**src/rtl/utt_pkg.sv**
```systemverilog
// Shared types, constants and the UTF-8 byte builder for the UTF-16 to UTF-8 transcoder.
`default_nettype none

package utt_pkg;

    // Largest number of result bytes one code unit can cause
    localparam int unsigned NUM_SLOTS = 5;
    localparam int unsigned CNT_W     = 3;

    // Surrogate ranges and the supplementary plane offset
    localparam logic [15:0] LOW_SUR_MIN  = 16'hDC00;
    localparam logic [15:0] LOW_SUR_MAX  = 16'hDFFF;
    localparam logic [15:0] HIGH_SUR_MIN = 16'hD800;
    localparam logic [15:0] HIGH_SUR_MAX = 16'hDBFF;
    localparam logic [20:0] SUPP_BASE    = 21'h10000;

    // Encoding length boundaries
    localparam logic [20:0] ONE_BYTE_LIMIT   = 21'h80;
    localparam logic [20:0] TWO_BYTE_LIMIT   = 21'h800;
    localparam logic [20:0] THREE_BYTE_LIMIT = 21'h10000;

    // Carried string state
    typedef struct packed {
        logic [9:0] held_high_bits;
        logic       high_pending;
        logic       string_finished;
    } utt_state_t;

    // Result burst for one code unit; slot 0 goes out first
    typedef struct packed {
        logic [NUM_SLOTS-1:0][7:0] bytes;
        logic [NUM_SLOTS-1:0]      err;
        logic [NUM_SLOTS-1:0]      term;
        logic [CNT_W-1:0]          count;
    } utt_burst_t;

    // UTF-8 bytes of one code point, lead byte in element 0
    typedef struct packed {
        logic [3:0][7:0] bytes;
        logic [2:0]      count;
    } utt_enc_t;

    function automatic utt_enc_t utt_encode(input logic [20:0] cp);
        utt_enc_t e;
        e = '0;
        if (cp < ONE_BYTE_LIMIT) begin
            e.bytes[0] = {1'b0, cp[6:0]};
            e.count    = 3'd1;
        end else if (cp < TWO_BYTE_LIMIT) begin
            e.bytes[0] = {3'b110, cp[10:6]};
            e.bytes[1] = {2'b10, cp[5:0]};
            e.count    = 3'd2;
        end else if (cp < THREE_BYTE_LIMIT) begin
            e.bytes[0] = {4'b1110, cp[15:12]};
            e.bytes[1] = {2'b10, cp[11:6]};
            e.bytes[2] = {2'b10, cp[5:0]};
            e.count    = 3'd3;
        end else begin
            e.bytes[0] = {5'b11110, cp[20:18]};
            e.bytes[1] = {2'b10, cp[17:12]};
            e.bytes[2] = {2'b10, cp[11:6]};
            e.bytes[3] = {2'b10, cp[5:0]};
            e.count    = 3'd4;
        end
        return e;
    endfunction

endpackage

`default_nettype wire

```
**src/rtl/utt_decode.sv**
```systemverilog
// Combinational decode of one code unit into a result burst and the next string state.
`default_nettype none

module utt_decode
    import utt_pkg::*;
(
    input  wire logic [15:0] unit,
    input  wire logic        fin,
    input  wire utt_state_t  state,
    output utt_burst_t       burst,
    output utt_state_t       state_next
);

    logic     is_low;
    logic     is_high;
    logic [20:0] pair_cp;
    logic [20:0] cp;
    utt_enc_t enc;
    logic     use_enc;
    logic     tail_err;
    logic     tail_term;
    logic     ended;
    logic [2:0] nb;

    assign is_low  = (unit >= LOW_SUR_MIN) && (unit <= LOW_SUR_MAX);
    assign is_high = (unit >= HIGH_SUR_MIN) && (unit <= HIGH_SUR_MAX);
    assign pair_cp = {1'b0, state.held_high_bits, unit[9:0]} + SUPP_BASE;
    assign cp      = state.high_pending ? pair_cp : {5'd0, unit};
    assign enc     = utt_encode(cp);

    // Classify the unit against the carried state
    always_comb
    begin
        use_enc    = 1'b0;
        tail_err   = 1'b0;
        ended      = 1'b0;
        state_next = state;
        if (state.string_finished) begin
            if (fin) begin
                state_next = '0;
            end
        end else begin
            state_next.high_pending   = 1'b0;
            state_next.held_high_bits = '0;
            if (state.high_pending) begin
                if (is_low) begin
                    use_enc = 1'b1;
                end else begin
                    tail_err = 1'b1;
                    ended    = 1'b1;
                end
            end else if (unit == 16'd0) begin
                ended = 1'b1;
            end else if (is_low) begin
                tail_err = 1'b1;
                ended    = 1'b1;
            end else if (is_high) begin
                if (fin) begin
                    tail_err = 1'b1;
                    ended    = 1'b1;
                end else begin
                    state_next.high_pending   = 1'b1;
                    state_next.held_high_bits = unit[9:0];
                end
            end else begin
                use_enc = 1'b1;
            end
            state_next.string_finished = (ended || fin) && !fin;
        end
    end

    // Terminator or error goes after any encoded bytes
    assign tail_term = !state.string_finished && (ended || fin);
    assign nb        = use_enc ? enc.count : 3'd0;

    // Lay out the burst slots
    always_comb
    begin
        burst = '0;
        for (int i = 0; i < NUM_SLOTS; i++) begin
            if (i < 4 && CNT_W'(i) < nb) begin
                burst.bytes[i] = enc.bytes[i[1:0]];
            end else if (CNT_W'(i) == nb && tail_term) begin
                burst.err[i]  = tail_err;
                burst.term[i] = 1'b1;
            end
        end
        burst.count = nb + CNT_W'(tail_term);
    end

endmodule

`default_nettype wire

```
**src/rtl/utt_burst.sv**
```systemverilog
// Result register that shifts a burst of up to five bytes out one transfer at a time.
`default_nettype none

module utt_burst
    import utt_pkg::*;
(
    input  wire logic       clk,
    input  wire logic       rst_n,
    input  wire logic       load,
    input  wire utt_burst_t burst,
    output logic            free,
    output logic            out_valid,
    input  wire logic       out_ready,
    output logic [7:0]      out_byte,
    output logic            error_flag,
    output logic            text_end,
    output logic            run_last
);

    logic [NUM_SLOTS-1:0][7:0] bytes_reg;
    logic [NUM_SLOTS-1:0][7:0] bytes_next;
    logic [NUM_SLOTS-1:0]      err_reg;
    logic [NUM_SLOTS-1:0]      err_next;
    logic [NUM_SLOTS-1:0]      term_reg;
    logic [NUM_SLOTS-1:0]      term_next;
    logic [CNT_W-1:0]          rem_reg;
    logic [CNT_W-1:0]          rem_next;
    logic                      xfer;

    assign out_valid  = (rem_reg != '0);
    assign xfer       = out_valid && out_ready;
    assign free       = (rem_reg == '0) || (rem_reg == CNT_W'(1) && out_ready);
    assign out_byte   = bytes_reg[0];
    assign error_flag = err_reg[0];
    assign text_end   = term_reg[0];
    assign run_last   = (rem_reg == CNT_W'(1));

    // Load a new burst or advance by one slot per transfer
    always_comb
    begin
        bytes_next = bytes_reg;
        err_next   = err_reg;
        term_next  = term_reg;
        rem_next   = rem_reg;
        if (load) begin
            bytes_next = burst.bytes;
            err_next   = burst.err;
            term_next  = burst.term;
            rem_next   = burst.count;
        end else if (xfer) begin
            bytes_next = bytes_reg >> 8;
            err_next   = err_reg >> 1;
            term_next  = term_reg >> 1;
            rem_next   = rem_reg - CNT_W'(1);
        end
    end

    always_ff @(posedge clk or negedge rst_n)
    begin
        if (!rst_n) begin
            rem_reg <= '0;
        end else begin
            rem_reg <= rem_next;
        end
    end

    always_ff @(posedge clk)
    begin
        bytes_reg <= bytes_next;
        err_reg   <= err_next;
        term_reg  <= term_next;
    end

endmodule

`default_nettype wire

```
**src/rtl/utf16_to_utf8_transcoder.sv**
```systemverilog
// Top level of the UTF-16 to UTF-8 transcoder: input register, string state, result burst.
//
//   channel  handshake              payload
//   input    in_valid / in_ready    code_unit[15:0], final_unit
//   output   out_valid / out_ready  out_byte[7:0], error_flag, text_end, run_last
//
// Each code unit is held in the input register, is decoded and its result bytes
// are loaded into the result register, which sends one byte per cycle while
// out_ready is high. A unit causes one to five results, or none; the result
// register takes the next unit's bytes as the last byte of the previous one transfers.
// The first result of a unit passes through the input register and then the
// result register before it is presented on the output and can transfer.
// rst_n clears the string state and empties both registers; a stalled output
// holds its byte and the input register fills and then drops in_ready.
`default_nettype none

module utf16_to_utf8_transcoder
    import utt_pkg::*;
(
    input  wire logic        clk,
    input  wire logic        rst_n,
    input  wire logic        in_valid,
    output logic             in_ready,
    input  wire logic [15:0] code_unit,
    input  wire logic        final_unit,
    output logic             out_valid,
    input  wire logic        out_ready,
    output logic [7:0]       out_byte,
    output logic             error_flag,
    output logic             text_end,
    output logic             run_last
);

    logic        inv_reg;
    logic        inv_next;
    logic [15:0] unit_reg;
    logic        fin_reg;
    utt_state_t  state_reg;
    utt_state_t  state_next;
    utt_state_t  dec_state;
    utt_burst_t  dec_burst;
    logic        burst_free;
    logic        load;

    assign load     = inv_reg && burst_free;
    assign in_ready = !inv_reg || load;

    // Decode the held unit against the string state
    utt_decode u_decode (
        .unit       (unit_reg),
        .fin        (fin_reg),
        .state      (state_reg),
        .burst      (dec_burst),
        .state_next (dec_state)
    );

    // Advance the string state when the unit moves into the result register
    assign state_next = load ? dec_state : state_reg;
    assign inv_next   = (in_valid && in_ready) || (inv_reg && !load);

    always_ff @(posedge clk or negedge rst_n)
    begin
        if (!rst_n) begin
            inv_reg   <= 1'b0;
            state_reg <= '0;
        end else begin
            inv_reg   <= inv_next;
            state_reg <= state_next;
        end
    end

    // Capture the input payload on each transfer
    always_ff @(posedge clk)
    begin
        if (in_valid && in_ready) begin
            unit_reg <= code_unit;
            fin_reg  <= final_unit;
        end
    end

    utt_burst u_burst (
        .clk        (clk),
        .rst_n      (rst_n),
        .load       (load),
        .burst      (dec_burst),
        .free       (burst_free),
        .out_valid  (out_valid),
        .out_ready  (out_ready),
        .out_byte   (out_byte),
        .error_flag (error_flag),
        .text_end   (text_end),
        .run_last   (run_last)
    );

endmodule

`default_nettype wire

```
**config.mk**
```make
export PLATFORM = sky130hd
export DESIGN_NAME = utf16_to_utf8_transcoder
export DESIGN_NICKNAME = d
export VERILOG_FILES = /design/src/rtl/utt_pkg.sv /design/src/rtl/utt_decode.sv /design/src/rtl/utt_burst.sv /design/src/rtl/utf16_to_utf8_transcoder.sv
export SDC_FILE = /design/constraint.sdc
export NUM_CORES = 1
export LEC_CHECK = 0
export ABC_AREA = 1
export BUFFER_PORTS_ARGS = -buffer_cell sky130_fd_sc_hd__buf_4
export CORE_UTILIZATION = 55
export DETAILED_ROUTE_END_ITERATION = 16
export GPL_ROUTABILITY_DRIVEN = 0
export GPL_TIMING_DRIVEN = 0
export PLACE_DENSITY_LB_ADDON = 0.2
export RECOVER_POWER = 50
export SLEW_MARGIN = 20
export SYNTH_ARGS = -nofsm -noshare
export SYNTH_HDL_FRONTEND = slang
export SYNTH_SLANG_ARGS = --single-unit
```
**constraint.sdc**
```tcl
create_clock -name clk -period 7.3 [get_ports clk]
set_clock_uncertainty 0.05 [all_clocks]
set_input_delay 0.73 -clock clk [delete_from_list [all_inputs] [get_ports clk]]
set_output_delay 0.73 -clock clk [all_outputs]
set_load 0.05 [all_outputs]
```
== Yosys cells after proc, flatten, opt, wreduce, memory -nomap -nowiden ==
Index checks and enable logic that the tools add are counted.
Word-level totals
  register bits: 75
  input bits: 21
  output and inout bits: 13
  logic and storage cells: 124
Cells by class
  $add $sub $neg: 3
  order comparisons: 11
  eq/ne operators: 6
  mux-type cells: 62
  reductions and logical operators: 29
Operator list (number)
  11-bit two-way mux: 6
  32-bit two-way mux: 2
  8-bit two-way mux: 5
  1-bit two-way mux: 35
  16-bit greater-or-equal comparator, second input constant: 2
  16-bit <= comparator, second input constant: 2
  25-bit two-way mux: 1
  12-bit two-way mux: 2
  24-bit two-way mux: 1
  20-bit by 17-bit adder with 21-bit output, second input constant: 1
  21-bit by 12-bit less-than comparator with 1-bit output, second input constant: 1
  21-bit by 17-bit less-than comparator with 1-bit output, second input constant: 1
  21-bit by 8-bit less-than comparator with 1-bit output, second input constant: 1
  21-bit two-way mux: 1
  5-bit two-way mux: 4
  19-bit two-way mux: 1
  16-bit logical NOT: 1
  16-bit two-way mux: 1
  1-bit logical AND: 14
  3-bit two-way mux: 3
  2-bit by 3-bit equality test with 1-bit output, first input constant: 2
  3-bit logical NOT: 2
  1-bit by 3-bit less-than comparator with 1-bit output, first input constant: 2
  2-bit by 3-bit less-than comparator with 1-bit output, first input constant: 2
  other kinds (11): 18

== Logic depth before layout (Yosys ltp) ==
  word-level depth: 14
  depth in mapped cells: 15
  depth with buffers taken out: 15

== By module ==
A second synthesis with hierarchy kept.
Unflattened totals
  cell total of the unflattened synthesis: 576
  area, all modules: 4800.9 sq um
By module, submodules not included
  utt_burst: times used 1, cells each 244, area each 2403.6 sq um, sequential area each 1576.5 sq um
  utt_decode: times used 1, cells each 256, area each 1355.0 sq um, sequential area each 0.0 sq um
  utf16_to_utf8_transcoder: times used 1, cells each 76, area each 1042.2 sq um, sequential area each 835.8 sq um

== Worst setup path after synthesis ==
OpenSTA, ideal clock, no wires.
  path kind: flip-flop to flip-flop
  from: register u_burst.rem_reg[1]
  to: register fin_reg (enable)
  setup time: 0.369 ns
  data arrival time: 2.348 ns
  data required time: 6.881 ns
  path slack: 4.533 ns
  cell stages (with the launch flop): 9
  path buffers: 0
  clock period less this slack: 2.767 ns
  cell sequence: dfrtp_1 inv_1 ha_1 inv_1 nor2_1 nand2_1 nand3_1 nand2_1 inv_1
Between the ends
  word-level cells in the longest chain between the ends: 6
  elaborated cells on any way between the ends: 7
  classes of those cells: eq/ne (1); reduce/logical (6)
RTL lines
  from (decl): line utt_burst.sv:26  | logic [CNT_W-1:0] rem_reg;
  from (signal assigned): line utt_burst.sv:63  | rem_reg <= rem_next;
  3-bit by 1-bit equality test with 1-bit output
  net run_last: line utf16_to_utf8_transcoder.sv:31  | output logic run_last
  1-bit logical AND: line utt_burst.sv:32  | assign free = (rem_reg == '0) || (rem_reg == CNT_W'(1) && out_ready);
  1-bit logical OR: line utt_burst.sv:32
  1-bit logical AND: line utf16_to_utf8_transcoder.sv:45  | assign load = inv_reg && burst_free;
  1-bit logical OR: line utf16_to_utf8_transcoder.sv:46  | assign in_ready = !inv_reg || load;
  net in_ready: line utf16_to_utf8_transcoder.sv:23  | output logic in_ready,
  1-bit logical AND: line utf16_to_utf8_transcoder.sv:75  | if (in_valid && in_ready) begin
  to (signal assigned): line utf16_to_utf8_transcoder.sv:77  | fin_reg <= final_unit;
  to (decl): line utf16_to_utf8_transcoder.sv:37  | logic fin_reg;
The timed path passes the listed nets, and every way through them passes these cells.
A chain may end at the register's enable or synchronous reset.

==> impl_metrics.toml <==
[die]
initial_core_util_pct = 57.9
die_h_um = 84.7
core-area_um2 = 6490
pin_count = 34
design.die.area_um2 = 7180
row_count = 29
fp.dieW_um = 84.7

[timing]
final_max_slew_viol_count = 0
slew_headroom_pct = 40.2
hold_viol_final = 0
fmax_ghz = 0.376
worst_pin_slew_ns = 0.898
rsz0062_at_grt = "no"
setup_ws_ns = 4.64
period_minus_slack_ns = 2.66
min_period_over_period_pct = 36.4
tns_ns = 0
setup_viol = 0

[final_layout]
fin_nets = 479
area_growth_pct = 14.8
finalNonFillerCells = 534
antenna_cells = 0
largest_reg_flops = 21
drive_above_1_share_pct = 18.6
fin_util_pct = 66.5

[grt]
grt_max_degree = 30
busiest_layer = "met2"
grt_antenna_before_repair = 0
use_met2_pct = 39.7
use_met3_pct = 4.92
grt_pass1_vias = 2839
grt.total_usage_pct = 24.2
grt_overflow = 0
grt_pass1_wl_um = 13100
grt_util_met1_pct = 30.3

[drt]
ant_nets = 0
firstDrtPassIters = 7
vias_per_cell = 5.41
wirelength_um = 7960
num_vias = 2889
first_iter_violations = 309
wl_per_cell_um = 14.9
drcViolationCount = 0

[critical_path]
max_stage_delay_ns = 0.37
cpMaxStageDelayCell = "dfrtp_1"
crit_type = "reg -> reg"
worstReg2RegStart = "u_burst.rem_reg[1]"
cp-end-kind = "flip-flop"
start_kind = "flip-flop"
worstPathRequired_ns = 7.42
cp.arrival_ns = 2.78
startpoint = "u_burst.rem_reg[1]"
path_cells = "inv_1 > ha_1 > inv_1 > nor2_1 > nand2_1 > nand2_1 > nand2_1 > inv_1 > nand3_1 > nor2_1 > inv_2 > o21ai_1"
crit_fanout = 8

[clock_network]
cts_sinks = 72
cts_hold_buf = 0
tritoncts = "yes"
h-tree-depth = 3
cts_buffers = 9
clk_latency_ns = 0.35
cts_setup_buffers = 0
cts-root-buf = "clkbuf_8"
clkTransAtPathRegs_ns = 0.08
cts_buffer_depth = 2
cts_resized = 0

[yosys]
synth-seq-cells = 72
ys.flop_type = "edfxtp_1"
ys_types = 29
yosysTopAreaCell = "edfxtp_1"
mappedNetlistNets = 434
syn_area_per_cell_um2 = 9.25
netlist_area_um2 = 3760
yosysTopAreaCellShare_pct = 44.7
async_flop_share_pct = 22.2
synth_cells = 407
synth_edf_count = 56
ys_seq_area_share_pct = 55.3
synthTopCellsByArea = "edfxtp_1, nand2_1, dfrtp_1"
synth_warnings = 0

[hold_path]
worstHoldPathType = "in -> async"

[placement]
hpwl_um = 5810
place_inst = 518
preCtsSetupSlack_ns = 4.82
portBuffers = 33

[power_and_ir_drop]
p_sw_share_pct = 40.3
peakVddDrop_uv = 262
pwr-share-clk_pct = 20.9
seq_power_share_pct = 38.7
p_sw_uw = 732
internal_power_uw = 1090
p_leak_uw = 0.00194
combinationalPowerShare_pct = 40.3
power.density_nw_per_um2 = 421

[status]
status = "finished, final reports clean"

[run]
cap_violations = 0
through the flow:
stage	total power, uW	hold slack [ns]	area [um2]
after floorplan	1260	0.384	3760
final	1820	0.425	4320
after detailed placement	1470	0.450	4130
after global placement	1440	0.447	4110
after CTS	1850	0.176	4370
after global routing	1930	0.481	4320
final timing paths:
kind,endpoint,slack [ns],cells past startpoint
worst min-delay path,u_burst.rem_reg[1],0.42,1
worst max register to register,u_burst.bytes_reg[18],4.64,12
worst min register to register,u_burst.bytes_reg[12],0.47,2
worst max-delay path,u_burst.bytes_reg[18],4.64,12
max in group asynchronous,state_reg[7],6.22,1
min in group clk,u_burst.bytes_reg[12],0.47,2
Yosys cell counts (all sizes together), types with 3 or more instances:
cell      n
clkbuf    4
o21ai    26
nand3    27
o22ai    10
a21oi    13
buf      14
inv      57
dfrtp    16
a22oi     8
nand2   116
nand4     5
o211ai    3
ha        6
nor2     44
edfxtp   56
cell families (layout without fill, tap and decap cells):
kind of cell	Yosys count	in the layout	share of synthesized area, %
buffers and inverters	75	125	9.04
AO/OA/AOI/OAI	60	60	9.54
other	1	1	0.0996
flip-flops	72	72	55.3
XOR/XNOR	1	1	0.233
AND/OR/NAND/NOR	192	192	23.8
adder cells (fa/ha/maj)	6	6	1.99
cells in the final DEF (no fill, tap or decap), types with 6 or more instances in the layout:
| cell | Yosys | final |
|---|---|---|
| ha_1 | 6 | 6 |
| nor2_4 | 6 | 6 |
| clkbuf_8 | 0 | 9 |
| o21ai_0 | 13 | 13 |
| dfrtp_1 | 16 | 16 |
| clkbuf_1 | 4 | 15 |
| o21ai_1 | 10 | 10 |
| inv_2 | 9 | 8 |
| a21oi_1 | 11 | 11 |
| nand2_1 | 110 | 111 |
| a22oi_1 | 8 | 8 |
| nor2_1 | 34 | 35 |
| buf_4 | 9 | 14 |
| clkbuf_4 | 0 | 17 |
| o22ai_1 | 10 | 10 |
| inv_1 | 48 | 49 |
| edfxtp_1 | 56 | 56 |
| nand3_1 | 21 | 22 |
layout make-up:
| type | instances | area [um2] |
|---|---|---|
| Sequential cell | 72 | 2080 |
| Tap cell | 77 | 96.3 |
| Clock buffer | 9 | 124 |
| Fill cell | 500 | 2180 |
| Clock inverter | 7 | 119 |
| Inverter | 57 | 214 |
| Multi-Input combinational cell | 260 | 1330 |
| Timing Repair Buffer | 34 | 226 |
| Buffer | 18 | 126 |
worst max-delay path: cells and delay by family (launching register included):
kind | cells | cell delay [ns]
buffers and inverters | 4 | 0.58
AOI/OAI and AO/OA | 1 | 0.23
DFF | 1 | 0.37
and+or+nand+nor | 6 | 1.08
adders and majority gates | 1 | 0.17
metal layers:
layer / share of wire [%] / routed length, um / vias to the layer above
met3: 6.2 / 493 / 15
met2: 48 / 3850 / 116
li1: - / - / 1429
met5: 0 / 0 / -
met1: 43 / 3450 / 1329
met4: 2.1 / 168 / 0
power groups by stage:
stage	clock [uW]	sequential, uW	combinational (uW)
after global placement	0	709	730
after CTS	386	704	760
after detailed placement	0	713	756
after global routing	401	720	809
after floorplan	0	715	542
final	381	704	733
Note: power is estimated with default switching activity, not from simulation.
